`config.mk`:
```
export PLATFORM = sky130hd
export DESIGN_NAME = positional_record_list_top
export DESIGN_NICKNAME = d
export VERILOG_FILES = /design/src/sv/plr_pkg.sv /design/src/sv/plr_ctrl.sv /design/src/sv/plr_dpath.sv /design/src/sv/positional_record_list_top.sv
export SDC_FILE = /design/constraint.sdc
export NUM_CORES = 1
export LEC_CHECK = 0
export BUFFER_PORTS_ARGS = -buffer_cell sky130_fd_sc_hd__buf_4
export CORE_UTILIZATION = 40
export DETAILED_ROUTE_END_ITERATION = 8
export HOLD_SLACK_MARGIN = 0.05
export PLACE_DENSITY = 0.6
export SYNTH_ARGS = -nofsm -noshare
export SYNTH_HDL_FRONTEND = slang
export SYNTH_SLANG_ARGS = --single-unit
```
`constraint.sdc`:
```
create_clock -name clock -period 7.98 [get_ports clock]
set_clock_uncertainty 0.15 [all_clocks]
set_input_delay 0 -clock clock [delete_from_list [all_inputs] [get_ports clock]]
set_output_delay 0 -clock clock [all_outputs]
set_load 0.05 [all_outputs]
```
`src/sv/plr_pkg.sv`:
```
// Package for the positional record list: field widths, operation and status
// codes, transaction structs, and the controller/datapath command and status types.
// No dependencies.
`timescale 1ns / 1ps

package plr_pkg;

   localparam int CAPACITY_DEF = 16;

   localparam int FUNC_W    = 3;
   localparam int POS_W     = 5;
   localparam int ROLL_W    = 16;
   localparam int BYTE_W    = 8;
   localparam int STATUS_W  = 3;
   localparam int IDX_W     = 4;
   localparam int TOTAL_W   = 10;
   localparam int CNT_OUT_W = 5;

   localparam logic [FUNC_W-1:0] FUNC_INSERT = 3'd0;
   localparam logic [FUNC_W-1:0] FUNC_DELETE = 3'd1;
   localparam logic [FUNC_W-1:0] FUNC_SEARCH = 3'd2;
   localparam logic [FUNC_W-1:0] FUNC_UPDATE = 3'd3;
   localparam logic [FUNC_W-1:0] FUNC_DUMP   = 3'd4;

   localparam logic [STATUS_W-1:0] ST_OK       = 3'd0;
   localparam logic [STATUS_W-1:0] ST_FULL     = 3'd1;
   localparam logic [STATUS_W-1:0] ST_EMPTY    = 3'd2;
   localparam logic [STATUS_W-1:0] ST_BADPOS   = 3'd3;
   localparam logic [STATUS_W-1:0] ST_NOTFOUND = 3'd4;

   typedef struct packed {
      logic [FUNC_W-1:0] func;
      logic [POS_W-1:0]  position;
      logic [ROLL_W-1:0] roll_no;
      logic [BYTE_W-1:0] gender;
      logic [BYTE_W-1:0] mark_one;
      logic [BYTE_W-1:0] mark_two;
      logic [BYTE_W-1:0] mark_three;
   } req_type;

   typedef struct packed {
      logic [STATUS_W-1:0]  status;
      logic [IDX_W-1:0]     entry_index;
      logic [ROLL_W-1:0]    out_roll_no;
      logic [BYTE_W-1:0]    out_gender;
      logic [TOTAL_W-1:0]   total_marks;
      logic [CNT_OUT_W-1:0] entry_count;
      logic                 last;
   } rsp_type;

   typedef struct packed {
      logic [BYTE_W-1:0] mark_three;
      logic [BYTE_W-1:0] mark_two;
      logic [BYTE_W-1:0] mark_one;
      logic [BYTE_W-1:0] gender;
      logic [ROLL_W-1:0] roll_no;
   } record_type;

   typedef enum logic [2:0] {
      PTR_HOLD,
      PTR_ZERO,
      PTR_POS,
      PTR_LAST,
      PTR_INC,
      PTR_DEC
   } ptr_op_type;

   typedef enum logic [1:0] {
      EMIT_ERROR,
      EMIT_NEW,
      EMIT_HELD,
      EMIT_READ
   } emit_sel_type;

   typedef enum logic [4:0] {
      S_IDLE,
      S_CHECK,
      S_ERROR,
      S_INS_SHIFT,
      S_INS_DRAIN,
      S_INS_PUT,
      S_DEL_OLD,
      S_DEL_KEEP,
      S_DEL_SHIFT,
      S_DEL_DRAIN,
      S_DEL_DONE,
      S_SRCH_RD,
      S_SRCH_CMP,
      S_UPD_RD,
      S_UPD_DONE,
      S_DUMP_RD,
      S_DUMP_EMIT
   } state_type;

   typedef struct packed {
      logic                load_req;
      ptr_op_type          ptr_op;
      logic                rd_en;
      logic                mv_up;
      logic                mv_dn;
      logic                keep_old;
      logic                wr_rec;
      logic                cnt_inc;
      logic                cnt_dec;
      logic                emit;
      emit_sel_type        emit_sel;
      logic [STATUS_W-1:0] status;
      logic                last;
   } cmd_type;

   typedef struct packed {
      logic [FUNC_W-1:0] func;
      logic              empty;
      logic              full;
      logic              pos_above;
      logic              pos_at_count;
      logic              ptr_at_pos;
      logic              ptr_at_last;
      logic              ptr_at_end;
      logic              key_hit;
      logic              slot_free;
   } sts_type;

endpackage

```
`src/sv/plr_ctrl.sv`:
```
// Controller for the positional record list: operation sequencer that drives the
// datapath through plr_pkg::cmd_type and follows its plr_pkg::sts_type.
// Depends on plr_pkg.
`timescale 1ns / 1ps

module plr_ctrl (
   input  logic             clock,
   input  logic             reset,
   input  logic             req_valid,
   output logic             req_ready,
   input  plr_pkg::sts_type sts,
   output plr_pkg::cmd_type cmd
);
   import plr_pkg::*;

   state_type           state_ff, state_in;
   logic [STATUS_W-1:0] err_ff, err_in;

   always_ff @(posedge clock) begin
      if (reset) begin
         state_ff <= S_IDLE;
         err_ff   <= ST_OK;
      end else begin
         state_ff <= state_in;
         err_ff   <= err_in;
      end
   end

   // next state
   always_comb begin
      state_in = state_ff;
      err_in   = err_ff;
      unique case (state_ff)
         S_IDLE: begin
            if (req_valid) state_in = S_CHECK;
         end
         S_CHECK: begin
            priority if (sts.func == FUNC_INSERT) begin
               priority if (sts.full) begin
                  err_in   = ST_FULL;
                  state_in = S_ERROR;
               end else if (sts.pos_above) begin
                  err_in   = ST_BADPOS;
                  state_in = S_ERROR;
               end else if (sts.pos_at_count) begin
                  state_in = S_INS_PUT;
               end else begin
                  state_in = S_INS_SHIFT;
               end
            end else if (sts.func == FUNC_DELETE || sts.func == FUNC_UPDATE) begin
               priority if (sts.empty) begin
                  err_in   = ST_EMPTY;
                  state_in = S_ERROR;
               end else if (sts.pos_above || sts.pos_at_count) begin
                  err_in   = ST_BADPOS;
                  state_in = S_ERROR;
               end else if (sts.func == FUNC_DELETE) begin
                  state_in = S_DEL_OLD;
               end else begin
                  state_in = S_UPD_RD;
               end
            end else if (sts.func == FUNC_SEARCH || sts.func == FUNC_DUMP) begin
               priority if (sts.empty) begin
                  err_in   = ST_EMPTY;
                  state_in = S_ERROR;
               end else if (sts.func == FUNC_SEARCH) begin
                  state_in = S_SRCH_RD;
               end else begin
                  state_in = S_DUMP_RD;
               end
            end else begin
               // unknown operation: drop without a result
               state_in = S_IDLE;
            end
         end
         S_ERROR:     if (sts.slot_free) state_in = S_IDLE;
         S_INS_SHIFT: if (sts.ptr_at_pos) state_in = S_INS_DRAIN;
         S_INS_DRAIN: state_in = S_INS_PUT;
         S_INS_PUT:   if (sts.slot_free) state_in = S_IDLE;
         S_DEL_OLD:   state_in = S_DEL_KEEP;
         S_DEL_KEEP: begin
            priority if (sts.ptr_at_end) state_in = S_DEL_DONE;
            else if (sts.ptr_at_last) state_in = S_DEL_DRAIN;
            else state_in = S_DEL_SHIFT;
         end
         S_DEL_SHIFT: if (sts.ptr_at_last) state_in = S_DEL_DRAIN;
         S_DEL_DRAIN: state_in = S_DEL_DONE;
         S_DEL_DONE:  if (sts.slot_free) state_in = S_IDLE;
         S_SRCH_RD:   state_in = S_SRCH_CMP;
         S_SRCH_CMP: begin
            priority if (sts.key_hit) begin
               if (sts.slot_free) state_in = S_IDLE;
            end else if (sts.ptr_at_end) begin
               err_in   = ST_NOTFOUND;
               state_in = S_ERROR;
            end else begin
               state_in = S_SRCH_CMP;
            end
         end
         S_UPD_RD:    state_in = S_UPD_DONE;
         S_UPD_DONE:  if (sts.slot_free) state_in = S_IDLE;
         S_DUMP_RD:   state_in = S_DUMP_EMIT;
         S_DUMP_EMIT: if (sts.slot_free && sts.ptr_at_end) state_in = S_IDLE;
         default:     state_in = S_IDLE;
      endcase
   end

   // commands
   always_comb begin
      req_ready    = 1'b0;
      cmd          = '0;
      cmd.ptr_op   = PTR_HOLD;
      cmd.emit_sel = EMIT_ERROR;
      cmd.status   = ST_OK;
      cmd.last     = 1'b1;
      unique case (state_ff)
         S_IDLE: begin
            req_ready    = 1'b1;
            cmd.load_req = req_valid;
         end
         S_CHECK: begin
            priority if (sts.func == FUNC_INSERT) cmd.ptr_op = PTR_LAST;
            else if (sts.func == FUNC_DELETE || sts.func == FUNC_UPDATE) cmd.ptr_op = PTR_POS;
            else cmd.ptr_op = PTR_ZERO;
         end
         S_ERROR: begin
            cmd.emit     = sts.slot_free;
            cmd.emit_sel = EMIT_ERROR;
            cmd.status   = err_ff;
         end
         S_INS_SHIFT: begin
            cmd.rd_en = 1'b1;
            cmd.mv_up = 1'b1;
            if (!sts.ptr_at_pos) cmd.ptr_op = PTR_DEC;
         end
         S_INS_DRAIN: begin
            cmd.ptr_op = PTR_HOLD;
         end
         S_INS_PUT: begin
            if (sts.slot_free) begin
               cmd.wr_rec   = 1'b1;
               cmd.cnt_inc  = 1'b1;
               cmd.emit     = 1'b1;
               cmd.emit_sel = EMIT_NEW;
            end
         end
         S_DEL_OLD: begin
            cmd.rd_en  = 1'b1;
            cmd.ptr_op = PTR_INC;
         end
         S_DEL_KEEP: begin
            cmd.keep_old = 1'b1;
            if (!sts.ptr_at_end) begin
               cmd.rd_en  = 1'b1;
               cmd.mv_dn  = 1'b1;
               cmd.ptr_op = PTR_INC;
            end
         end
         S_DEL_SHIFT: begin
            cmd.rd_en  = 1'b1;
            cmd.mv_dn  = 1'b1;
            cmd.ptr_op = PTR_INC;
         end
         S_DEL_DRAIN: begin
            cmd.ptr_op = PTR_HOLD;
         end
         S_DEL_DONE: begin
            if (sts.slot_free) begin
               cmd.cnt_dec  = 1'b1;
               cmd.emit     = 1'b1;
               cmd.emit_sel = EMIT_HELD;
            end
         end
         S_SRCH_RD: begin
            cmd.rd_en  = 1'b1;
            cmd.ptr_op = PTR_INC;
         end
         S_SRCH_CMP: begin
            priority if (sts.key_hit) begin
               cmd.emit     = sts.slot_free;
               cmd.emit_sel = EMIT_READ;
            end else if (sts.ptr_at_end) begin
               cmd.ptr_op = PTR_HOLD;
            end else begin
               cmd.rd_en  = 1'b1;
               cmd.ptr_op = PTR_INC;
            end
         end
         S_UPD_RD: begin
            cmd.rd_en = 1'b1;
         end
         S_UPD_DONE: begin
            if (sts.slot_free) begin
               cmd.wr_rec   = 1'b1;
               cmd.emit     = 1'b1;
               cmd.emit_sel = EMIT_READ;
            end
         end
         S_DUMP_RD: begin
            cmd.rd_en  = 1'b1;
            cmd.ptr_op = PTR_INC;
         end
         S_DUMP_EMIT: begin
            if (sts.slot_free) begin
               cmd.emit     = 1'b1;
               cmd.emit_sel = EMIT_READ;
               cmd.last     = sts.ptr_at_end;
               if (!sts.ptr_at_end) begin
                  cmd.rd_en  = 1'b1;
                  cmd.ptr_op = PTR_INC;
               end
            end
         end
         default: begin
            req_ready = 1'b0;
         end
      endcase
   end

endmodule

```
`src/sv/plr_dpath.sv`:
```
// Datapath for the positional record list: record memory, entry count, walk
// pointer, move pipeline and the registered response stage.
// Depends on plr_pkg; driven by plr_ctrl.
`timescale 1ns / 1ps

module plr_dpath #(
   parameter int CAPACITY = plr_pkg::CAPACITY_DEF
) (
   input  logic             clock,
   input  logic             reset,
   input  plr_pkg::req_type req_data,
   input  plr_pkg::cmd_type cmd,
   output plr_pkg::sts_type sts,
   output logic             rsp_valid,
   input  logic             rsp_ready,
   output plr_pkg::rsp_type rsp_data
);
   import plr_pkg::*;

   localparam int AW   = $clog2(CAPACITY);
   localparam int CW   = $clog2(CAPACITY + 1);
   localparam int CMPW = (CW > POS_W) ? CW : POS_W;

   req_type    req_ff;
   record_type records_ff [CAPACITY];
   record_type rd_data_ff;
   logic [AW-1:0] rd_idx_ff;
   record_type hold_ff;
   logic [AW-1:0] wa_ff, wa_in;
   logic          pend_ff, pend_in;
   logic [CW-1:0] count_ff, count_in;
   logic [CW-1:0] ptr_ff, ptr_in;
   logic          rsp_valid_ff;
   rsp_type       rsp_ff, rsp_in;

   record_type      new_rec;
   logic [CMPW-1:0] pos_ext;
   logic [CMPW-1:0] cnt_ext;
   logic [CMPW-1:0] rd_idx_ext;
   logic [CMPW-1:0] cnt_next_ext;
   logic [AW-1:0]   pos_addr;
   logic            slot_free;

   function automatic logic [TOTAL_W-1:0] mark_total(record_type r);
      return TOTAL_W'(r.mark_one) + TOTAL_W'(r.mark_two) + TOTAL_W'(r.mark_three);
   endfunction

   assign new_rec.roll_no    = req_ff.roll_no;
   assign new_rec.gender     = req_ff.gender;
   assign new_rec.mark_one   = req_ff.mark_one;
   assign new_rec.mark_two   = req_ff.mark_two;
   assign new_rec.mark_three = req_ff.mark_three;

   assign pos_ext      = CMPW'(req_ff.position);
   assign cnt_ext      = CMPW'(count_ff);
   assign rd_idx_ext   = CMPW'(rd_idx_ff);
   assign cnt_next_ext = CMPW'(count_in);
   assign pos_addr     = pos_ext[AW-1:0];
   assign slot_free    = !rsp_valid_ff || rsp_ready;

   always_ff @(posedge clock) begin
      if (cmd.load_req) req_ff <= req_data;
   end

   // record memory: one write port, one registered read port
   always_ff @(posedge clock) begin
      if (cmd.wr_rec) begin
         records_ff[pos_addr] <= new_rec;
      end else if (pend_ff) begin
         records_ff[wa_ff] <= rd_data_ff;
      end
   end

   always_ff @(posedge clock) begin
      if (cmd.rd_en) begin
         rd_data_ff <= records_ff[ptr_ff[AW-1:0]];
         rd_idx_ff  <= ptr_ff[AW-1:0];
      end
      if (cmd.keep_old) hold_ff <= rd_data_ff;
   end

   // a move reads its source now and writes the neighbor in the following cycle
   always_comb begin
      pend_in = cmd.mv_up || cmd.mv_dn;
      wa_in   = wa_ff;
      if (cmd.mv_up) wa_in = ptr_ff[AW-1:0] + AW'(1);
      else if (cmd.mv_dn) wa_in = ptr_ff[AW-1:0] - AW'(1);
   end

   always_ff @(posedge clock) begin
      wa_ff <= wa_in;
      if (reset) pend_ff <= 1'b0;
      else pend_ff <= pend_in;
   end

   always_comb begin
      unique case (cmd.ptr_op)
         PTR_HOLD: ptr_in = ptr_ff;
         PTR_ZERO: ptr_in = '0;
         PTR_POS:  ptr_in = pos_ext[CW-1:0];
         PTR_LAST: ptr_in = count_ff - CW'(1);
         PTR_INC:  ptr_in = ptr_ff + CW'(1);
         PTR_DEC:  ptr_in = ptr_ff - CW'(1);
         default:  ptr_in = ptr_ff;
      endcase
   end

   always_ff @(posedge clock) begin
      ptr_ff <= ptr_in;
   end

   always_comb begin
      count_in = count_ff;
      if (cmd.cnt_inc) count_in = count_ff + CW'(1);
      else if (cmd.cnt_dec) count_in = count_ff - CW'(1);
   end

   always_ff @(posedge clock) begin
      if (reset) count_ff <= '0;
      else count_ff <= count_in;
   end

   // response assembly
   always_comb begin
      rsp_in             = '0;
      rsp_in.status      = cmd.status;
      rsp_in.entry_count = cnt_next_ext[CNT_OUT_W-1:0];
      rsp_in.last        = cmd.last;
      unique case (cmd.emit_sel)
         EMIT_ERROR: begin
            rsp_in.last = 1'b1;
         end
         EMIT_NEW: begin
            rsp_in.entry_index = pos_ext[IDX_W-1:0];
            rsp_in.out_roll_no = new_rec.roll_no;
            rsp_in.out_gender  = new_rec.gender;
            rsp_in.total_marks = mark_total(new_rec);
         end
         EMIT_HELD: begin
            rsp_in.entry_index = pos_ext[IDX_W-1:0];
            rsp_in.out_roll_no = hold_ff.roll_no;
            rsp_in.out_gender  = hold_ff.gender;
            rsp_in.total_marks = mark_total(hold_ff);
         end
         EMIT_READ: begin
            rsp_in.entry_index = rd_idx_ext[IDX_W-1:0];
            rsp_in.out_roll_no = rd_data_ff.roll_no;
            rsp_in.out_gender  = rd_data_ff.gender;
            rsp_in.total_marks = mark_total(rd_data_ff);
         end
         default: begin
            rsp_in.last = 1'b1;
         end
      endcase
   end

   always_ff @(posedge clock) begin
      if (cmd.emit) rsp_ff <= rsp_in;
      if (reset) begin
         rsp_valid_ff <= 1'b0;
      end else if (cmd.emit) begin
         rsp_valid_ff <= 1'b1;
      end else if (rsp_ready) begin
         rsp_valid_ff <= 1'b0;
      end
   end

   assign rsp_valid = rsp_valid_ff;
   assign rsp_data  = rsp_ff;

   assign sts.func         = req_ff.func;
   assign sts.empty        = (count_ff == '0);
   assign sts.full         = (count_ff == CW'(CAPACITY));
   assign sts.pos_above    = (pos_ext > cnt_ext);
   assign sts.pos_at_count = (pos_ext == cnt_ext);
   assign sts.ptr_at_pos   = (CMPW'(ptr_ff) == pos_ext);
   assign sts.ptr_at_last  = ((ptr_ff + CW'(1)) == count_ff);
   assign sts.ptr_at_end   = (ptr_ff == count_ff);
   assign sts.key_hit      = (rd_data_ff.roll_no == req_ff.roll_no);
   assign sts.slot_free    = slot_free;

   a_count_bound: assert property (@(posedge clock) disable iff (reset)
      count_ff <= CW'(CAPACITY))
      else $error("entry count above capacity");

   a_emit_slot: assert property (@(posedge clock) disable iff (reset)
      cmd.emit |-> slot_free)
      else $error("response issued into an occupied output register");

   a_write_port: assert property (@(posedge clock) disable iff (reset)
      !(cmd.wr_rec && pend_ff))
      else $error("record write collides with a pending move");

   a_count_on_emit: assert property (@(posedge clock) disable iff (reset)
      (count_ff != $past(count_ff)) |-> $past(cmd.emit))
      else $error("entry count changed without a response");

endmodule

```
`src/sv/positional_record_list_top.sv`:
```
// Positional record list. Insert below the end and delete walk the entries from the position to
// the last; search walks from index 0 to the hit or the end; dump gives one response per entry,
// one per cycle while the output register is free (rsp_ready holds it otherwise).
// One transaction at a time; the next is accepted in the cycle after the final response issues,
// and the walk through the single-read-port record memory sets the rate.
// Synchronous active-high reset clears the count and the control state; memory is not cleared.
`timescale 1ns / 1ps

module positional_record_list_top #(
   parameter int CAPACITY = plr_pkg::CAPACITY_DEF
) (
   input  logic             clock,
   input  logic             reset,
   input  logic             req_valid,
   output logic             req_ready,
   input  plr_pkg::req_type req_data,
   output logic             rsp_valid,
   input  logic             rsp_ready,
   output plr_pkg::rsp_type rsp_data
);
   import plr_pkg::*;

   cmd_type cmd;
   sts_type sts;

   plr_ctrl u_ctrl (
      .clock     (clock),
      .reset     (reset),
      .req_valid (req_valid),
      .req_ready (req_ready),
      .sts       (sts),
      .cmd       (cmd)
   );

   plr_dpath #(
      .CAPACITY (CAPACITY)
   ) u_dpath (
      .clock     (clock),
      .reset     (reset),
      .req_data  (req_data),
      .cmd       (cmd),
      .sts       (sts),
      .rsp_valid (rsp_valid),
      .rsp_ready (rsp_ready),
      .rsp_data  (rsp_data)
   );

endmodule
```
==> impl_metrics.csv, run 1 <==
group,metric,value,unit
setup_path,cp_slowest_cell,"nor2_4",
setup_path,worstPathMaxFanout,58,
synth,synth_edf_count,980,
timing,tightest_slew,1.233,ns
place,dp_hpwl,54.38,mm
synth,syn_nets,2120,
floorplan,die_w,320.1,microns
timing,slew_headroom,17.60,%
setup_path,cp.required,8.14,ns
route,drt_iter0_drc,2131,
timing,rsz0062_at_grt,"no",
global_route,gr-total-overflow,0,
place,port_buffers,108,
pwr,fin_total_pwr,15.38,mW
setup_path,crit_type,"reg -> reg",
pwr,max-vdd-ir-drop,0.2694,mV
setup_path,start_kind,"register",
synth,avgSynthCellArea,20.30,sq um
floorplan,initial_core_util,40.41,%
synth,ys_seq_area_share,73.46,%
timing,fin_hold_ws,0.1683,ns
global_route,grt_max_degree,168,
clock_tree,clock_latency,0.68,ns
clock_tree,cts.repair.resized,0,
clock_tree,clock-sinks,995,
synth,syn_inst,1994,
pwr,power_density,322.7,nW/um^2
setup_path,worst-path-buf-inv,1,
route,final_antenna_net_count,0,
clock_tree,root_buffer,"clkbuf_16",
route,vias_per_cell,5.614,
synth,yosys_register_bits,995,
route,firstDrtPassIters,9,
clock_tree,htree_levels,3,
route,vias,20487,
synth,ys_types,80,
setup_path,cp.arrival,5.27,ns
synth,synthesis.area,40470,sq um
timing,maxSlewViolCount,0,
cells_and_area,instances_no_fill,3649,
place,gp_congestion,0.8447,
pwr,leakage,15.59,nW
clock_tree,cts_buffer_depth,3,
cells_and_area,final_util,47.60,%
setup_path,path_cells,"nand3b_1 -> o21ai_0 -> nand4_1 -> nand2_4 -> a31oi_1 -> nor2_4 -> buf_4",
global_route,antenna_found_initial,2,
setup_path,slowest_delay,1.06,ns
floorplan,core_area,100100,sq um
floorplan,die_area,102400,sq um
clock_tree,path_clk_slew,0.06,ns
cells_and_area,fin_nets,2394,
timing,fin_setup_tns,0,ns
global_route,grt_first_pass_wirelength,140.7,mm
clock_tree,post-cts-setup-buffer-count,0,
clock_tree,numCtsBuffers,102,
cells_and_area,drive_gt1_share,26.84,%
timing,setup_viol,0,
floorplan,num_io_pins,109,
global_route,grt_pass1_vias,21355,
route,drc,0,
timing,finalCritPeriodShare,64.07,%
setup_path,worstSetupEndpointType,"register",
job,drv_cap,0,
route,wl,93.72,mm
timing,clock.fmax,0.1956,GHz
synth,ys.flop_type,"edfxtp_1",
floorplan,rows,116,
clock_tree,cts_tree,"yes",
place,dp.cells,3344,
synth,yosysWarnings,0,
timing,fin_crit,5.113,ns
cells_and_area,n_antenna_cell,0,
cells_and_area,synthToLayoutAreaGrowth,17.80,%
floorplan,die_h,320.1,microns
worst_hold_path,hp-class,"in -> reg",
synth,synthArstFlopShare,0,%
route,routedWlPerCell,25.68,microns
timing,finalHoldViolCount,0,
setup_path,path_delay_family,"simple AND/OR/NAND/NOR gates",
global_route,grtUsageTotal,18.56,%
outcome,outcome,"finished clean",
power by group:
group / internal, mW / total [mW] / switching (mW)
Combinational: 1.67 / 3.77 / 2.10
Sequential: 6.38 / 6.60 / 0.218
Clock: 3.00 / 5.02 / 2.02
Total: 11.0 / 15.4 / 4.34
routing by layer:
layer | vias up | GRT usage [%] | part of all wire, %
met2 | 685 | 30.36 | 49
met4 | 0 | 4.625 | 1.8
met1 | 10841 | 26.27 | 44
met3 | 137 | 2.584 | 5.8
li1 | 8824 | - | -
met5 | - | 0 | 0
registers in the layout, summed over array words and instances (netlist names):
signal              count
u_dpath.hold_ff        48
u_dpath.rd_data_ff     48
u_dpath.rsp_valid       1
u_dpath.records_ff    768
u_dpath.new_rec        48
u_dpath.wa_ff           4
u_dpath.pos_ext         5
u_dpath.sts             3
u_dpath.pend_ff         1
u_dpath.ptr_ff          5
u_dpath.rsp_data       47
u_dpath.cnt_ext         5
u_dpath.rd_idx_ff       4
u_ctrl.err_ff           3
u_ctrl.state_ff         5
cells by family after synthesis:
| logic type | Yosys count | share of synthesized area [%] |
|---|---|---|
| buffers and inverters | 154 | 1.645 |
| adder cells (fa/ha/maj) | 66 | 2.170 |
| AO/OA/AOI/OAI | 193 | 3.469 |
| AND/OR/NAND/NOR | 217 | 2.817 |
| flip-flops | 995 | 73.46 |
| multiplexers | 288 | 14.69 |
| XOR/XNOR | 81 | 1.753 |
final timing paths:
check / from / endpoint / slack (ns) / depth (start not counted)
max: u_ctrl.state_ff[1]$_SDFFE_PP0P_ / u_dpath.records_ff[2][25]$_DFFE_PP_ / 2.87 / 7
min: rsp_ready / u_dpath.rsp_valid$_SDFFE_PP0P_ / 0.17 / 4
max reg2reg: u_ctrl.state_ff[1]$_SDFFE_PP0P_ / u_dpath.records_ff[2][25]$_DFFE_PP_ / 2.87 / 7
min reg2reg: u_ctrl.err_ff[2]$_SDFFE_PP0P_ / u_ctrl.err_ff[2]$_SDFFE_PP0P_ / 0.32 / 2
repair_timing:
action,CTS,global route
hold buffers,118,0
hold endpoints to repair,93,0
setup endpoints to repair,0,0
final cells by class:
class / instances / area (sq um)
well taps: 1298 / 1624
flip-flops and latches: 995 / 29730
clock buffers: 117 / 2630
repair buffers: 261 / 2280
multi-input cells: 845 / 10240
fillers: 8177 / 52480
clock inverters: 70 / 930.9
inverters: 63 / 236.5
through the flow:
step           setup slack [ns]  cell area, sq um
6_report                  2.867             47670
2_1_floorplan            0.9241             40470
3_5_place_dp              2.910             42930
3_3_place_gp              3.098             42930
5_1_grt                   2.506             47670
4_1_cts                   2.868             47670
worst register-to-register path, stage by stage, from the launching register on:
cell and delay, ns:
dfxtp_1 0.77, nand3b_1 0.19, o21ai_0 0.17, nand4_1 0.44
nand2_4 0.91, a31oi_1 0.51, nor2_4 1.06, buf_4 0.53
placed cells by master, fill, tap and decap left out, types with 12 or more instances in the layout:
cell / Yosys / layout
edfxtp_1: 980 / 980
mux4_2: 240 / 240
buf_4: 1 / 141
dlygate4sd3_1: 0 / 118
clkbuf_16: 0 / 103
inv_1: 63 / 63
ha_1: 59 / 59
nor2_1: 64 / 47
mux2_2: 46 / 46
a21oi_1: 44 / 44
xnor2_1: 43 / 43
xor2_1: 38 / 38
nand2_1: 35 / 34
a222oi_1: 28 / 28
o21ai_0: 28 / 27
nor2b_1: 24 / 24
nor3_1: 22 / 21
bufinv_16: 0 / 19
nor2_4: 0 / 17
clkinv_2: 0 / 17
clkinv_1: 0 / 15
dfxtp_1: 15 / 15
clkbuf_1: 49 / 14
a31oi_1: 12 / 12
nand3_1: 12 / 12
synth_stat cells (9+ instances only):
| library cell | number | area [sq um] |
|---|---|---|
| ha_1 | 59 | 738.2 |
| inv_1 | 63 | 236.5 |
| nand2b_1 | 9 | 56.30 |
| a21o_1 | 11 | 82.58 |
| mux2_2 | 46 | 518.0 |
| nand2_1 | 35 | 131.4 |
| buf_1 | 26 | 97.59 |
| a31oi_1 | 12 | 75.07 |
| nor2b_1 | 24 | 150.1 |
| clkbuf_1 | 49 | 183.9 |
| a222oi_1 | 28 | 280.3 |
| nor3_1 | 22 | 110.1 |
| o21ai_0 | 28 | 140.1 |
| a21oi_1 | 44 | 220.2 |
| mux4_2 | 240 | 5405 |
| edfxtp_1 | 980 | 29430 |
| xor2_1 | 38 | 332.8 |
| nor2_1 | 64 | 240.2 |
| xnor2_1 | 43 | 376.6 |
| dfxtp_1 | 15 | 300.3 |
| nand3_1 | 12 | 60.06 |
(Power assumes the default switching activity.)
==> run 2, diff against run 1 <==
Clock period 7.98 ns to 4.8 ns, I/O delays scaled along.
==> run 2 against run 1 <==
Flip-flop and latch count is the same. Via count grew 0.97%. Final cell count is essentially flat. Critical endpoint is now u_ctrl.state_ff[2]$_SDFFE_PP0P_. Clock-buffer cell count grew 10. Largest cell class unchanged. Combinational power grew 67%. Non-clock buffer count grew 4.
==> impl_metrics.csv, run 2 (synthesized netlist as in run 1, its figures left out) <==
group,metric,value,unit
route,wl,96.81,mm
cells_and_area,layout_commonest_cell,"edfxtp_1",
timing,setup_viol,0,
floorplan,die_w,320.1,microns
setup_path,crit_start,"u_dpath.ptr_ff[1]$_DFFE_PP_",
pwr,max-vdd-ir-drop,0.3832,mV
pwr,power_density,523.3,nW/um^2
global_route,antenna_found_initial,1,
floorplan,die_h,320.1,microns
place,dp_hpwl,52.32,mm
setup_path,r2r_end,"u_ctrl.state_ff[2]$_SDFFE_PP0P_",
clock_tree,root_buffer,"clkbuf_16",
pwr,seq_power_share,44.1,%
cells_and_area,drive_gt1_share,26.21,%
setup_path,cp_slowest_cell,"nor4b_1",
place,gp_congestion,0.8494,
outcome,outcome,"finished clean",
setup_path,r2r_start,"u_dpath.ptr_ff[1]$_DFFE_PP_",
pwr,fin_total_pwr,24.81,mW
global_route,grt_first_pass_wirelength,142.9,mm
timing,clock.fmax,0.2384,GHz
cells_and_area,mostFrequentLayoutCells,"edfxtp_1 (980), mux4_2 (240), buf_4 (137)",
clock_tree,cts_tree,"yes",
setup_path,critPathCapture,"u_ctrl.state_ff[2]$_SDFFE_PP0P_",
timing,slew_headroom,17.43,%
setup_path,crit_type,"reg -> reg",
floorplan,rows,116,
worst_hold_path,hp-class,"in -> reg",
timing,finalCritPeriodShare,87.40,%
setup_path,start_kind,"register",
timing,fin_setup_tns,0,ns
cells_and_area,top_register,"u_dpath.records_ff",
global_route,grtUsageTotal,18.99,%
clock_tree,clock_latency,0.67,ns
timing,tightest_slew,1.238,ns
timing,maxSlewViolCount,0,
floorplan,core_area,100100,sq um
timing,finalHoldViolCount,0,
global_route,grt_pass1_vias,21543,
setup_path,cp.required,5.26,ns
route,drt_iter0_drc,2055,
route,drc,0,
clock_tree,path_clk_slew,0.07,ns
floorplan,initial_core_util,40.41,%
setup_path,worstPathMaxFanout,149,
clock_tree,htree_levels,3,
route,final_antenna_net_count,0,
setup_path,worstSetupEndpointType,"register",
setup_path,path_cells,"buf_12 -> ha_1 -> nand3_1 -> nor2_1 -> a21oi_1 -> nor4b_1 -> a2111o_1 -> o211ai_1 -> a31o_2 -> a21oi_1 -> dlygate4sd3_1",
setup_path,crit_path_frequent_cell,"a21oi_1",
setup_path,cp.arrival,4.66,ns
pwr,pwr-share-clk,30.5,%
pwr,p_switching,7.103,mW
global_route,gr-total-overflow,0,
setup_path,reg2reg_slack,0.60,ns
route,vias,20686,
pwr,leakage,15.46,nW
pwr,p_comb_share,25.3,%
floorplan,num_io_pins,109,
clock_tree,clock-sinks,995,
job,drv_cap,0,
setup_path,slowest_delay,0.78,ns
cells_and_area,n_antenna_cell,0,
cells_and_area,fillerInstances,8231,
pwr,power_switching_share,28.63,%
route,vias_per_cell,5.664,
route,firstDrtPassIters,9,
timing,fin_crit,4.195,ns
global_route,grt_max_degree,150,
place,port_buffers,108,
floorplan,die_area,102400,sq um
cells_and_area,synthToLayoutAreaGrowth,17.16,%
clock_tree,cts_buffer_depth,3,
route,routedWlPerCell,26.51,microns
cells_and_area,fin_nets,2398,
clock_tree,numCtsBuffers,102,
cells_and_area,largest_reg_flops,768,
worst_hold_path,hold_depth,2,
pwr,intPower,17.71,mW
setup_path,reg2reg_depth,11,
timing,rsz0062_at_grt,"no",
[run 2: timing repair]
item / 4_1_cts / 5_1_grt
setup endpoints to repair: 0 / 0
hold buffers: 118 / 0
hold endpoints to repair: 72 / 0
setup buffers: 0 / 0
gates resized for setup: 0 / 0
[run 2: worst min-delay path by stage]
stage | startpoint | end | slack (ns)
after detailed placement | req_data[38] | u_dpath.new_rec[6]$_DFFE_PP_ | 0.03
after CTS | req_valid | u_dpath.pos_ext[4]$_DFFE_PP_ | 0.06
after floorplan | reset | u_dpath.cnt_ext[0]$_SDFF_PP0_ | -0.08
after global placement | req_data[12] | u_dpath.new_rec[36]$_DFFE_PP_ | 0.03
final | req_valid | u_dpath.pos_ext[4]$_DFFE_PP_ | 0.08
after global routing | req_valid | u_dpath.sts[9]$_DFFE_PP_ | 0.10
[run 2: through the flow]
stage / hold slack (ns) / instance area, sq um / instances / worst slack [ns] / utilization (%)
after floorplan: -0.07839 / 40480 / 1994 / 0.1068 / -
after CTS: 0.06008 / 47410 / 3652 / 0.7150 / 47.34
after global placement: 0.02833 / 43060 / 3348 / 0.9655 / 43.00
after detailed placement: 0.02959 / 43060 / 3348 / 0.9199 / 43.00
after global routing: 0.1026 / 47410 / 3652 / 0.4945 / 47.34
final: 0.07597 / 47410 / 3652 / 0.6047 / 47.34
[run 2: layout make-up]
class                           count  area [sq um]  area share [%]
Clock buffer                      127          2709           5.713
Clock inverter                     59         461.7          0.9738
Inverter                           63         236.5          0.4988
Multi-Input combinational cell    845         10240           21.60
Sequential cell                   995         29730           62.70
Tap cell                         1298          1624           3.425
Timing Repair Buffer              265          2410           5.083
[run 2: power by group through the flow]
| stage | clock, mW | combinational [mW] | sequential [mW] |
|---|---|---|---|
| 2_1_floorplan | 0 | 4.42 | 11.2 |
| 3_3_place_gp | 0 | 6.15 | 11.1 |
| 3_5_place_dp | 0 | 6.27 | 11.1 |
| 4_1_cts | 7.72 | 6.38 | 11.0 |
| 5_1_grt | 8.03 | 6.80 | 11.0 |
| 6_report | 7.58 | 6.28 | 11.0 |
[run 2: critical path, delay by kind of cell, from the launching register on]
| kind | cells | cell delay, ns |
|---|---|---|
| buf+inv | 2 | 1.24 |
| simple gates | 3 | 1.06 |
| flops | 1 | 0.41 |
| fa+ha+maj | 1 | 0.39 |
| compound gates | 5 | 0.88 |
[run 2: per-layer routing]
layer | track usage, % | part of all wire, % | vias up
met1 | 26.05 | 42 | 11049
li1 | - | - | 8793
met3 | 2.824 | 5.8 | 127
met4 | 5.348 | 2.3 | 0
met2 | 31.55 | 49 | 717
met5 | 0 | 0 | -
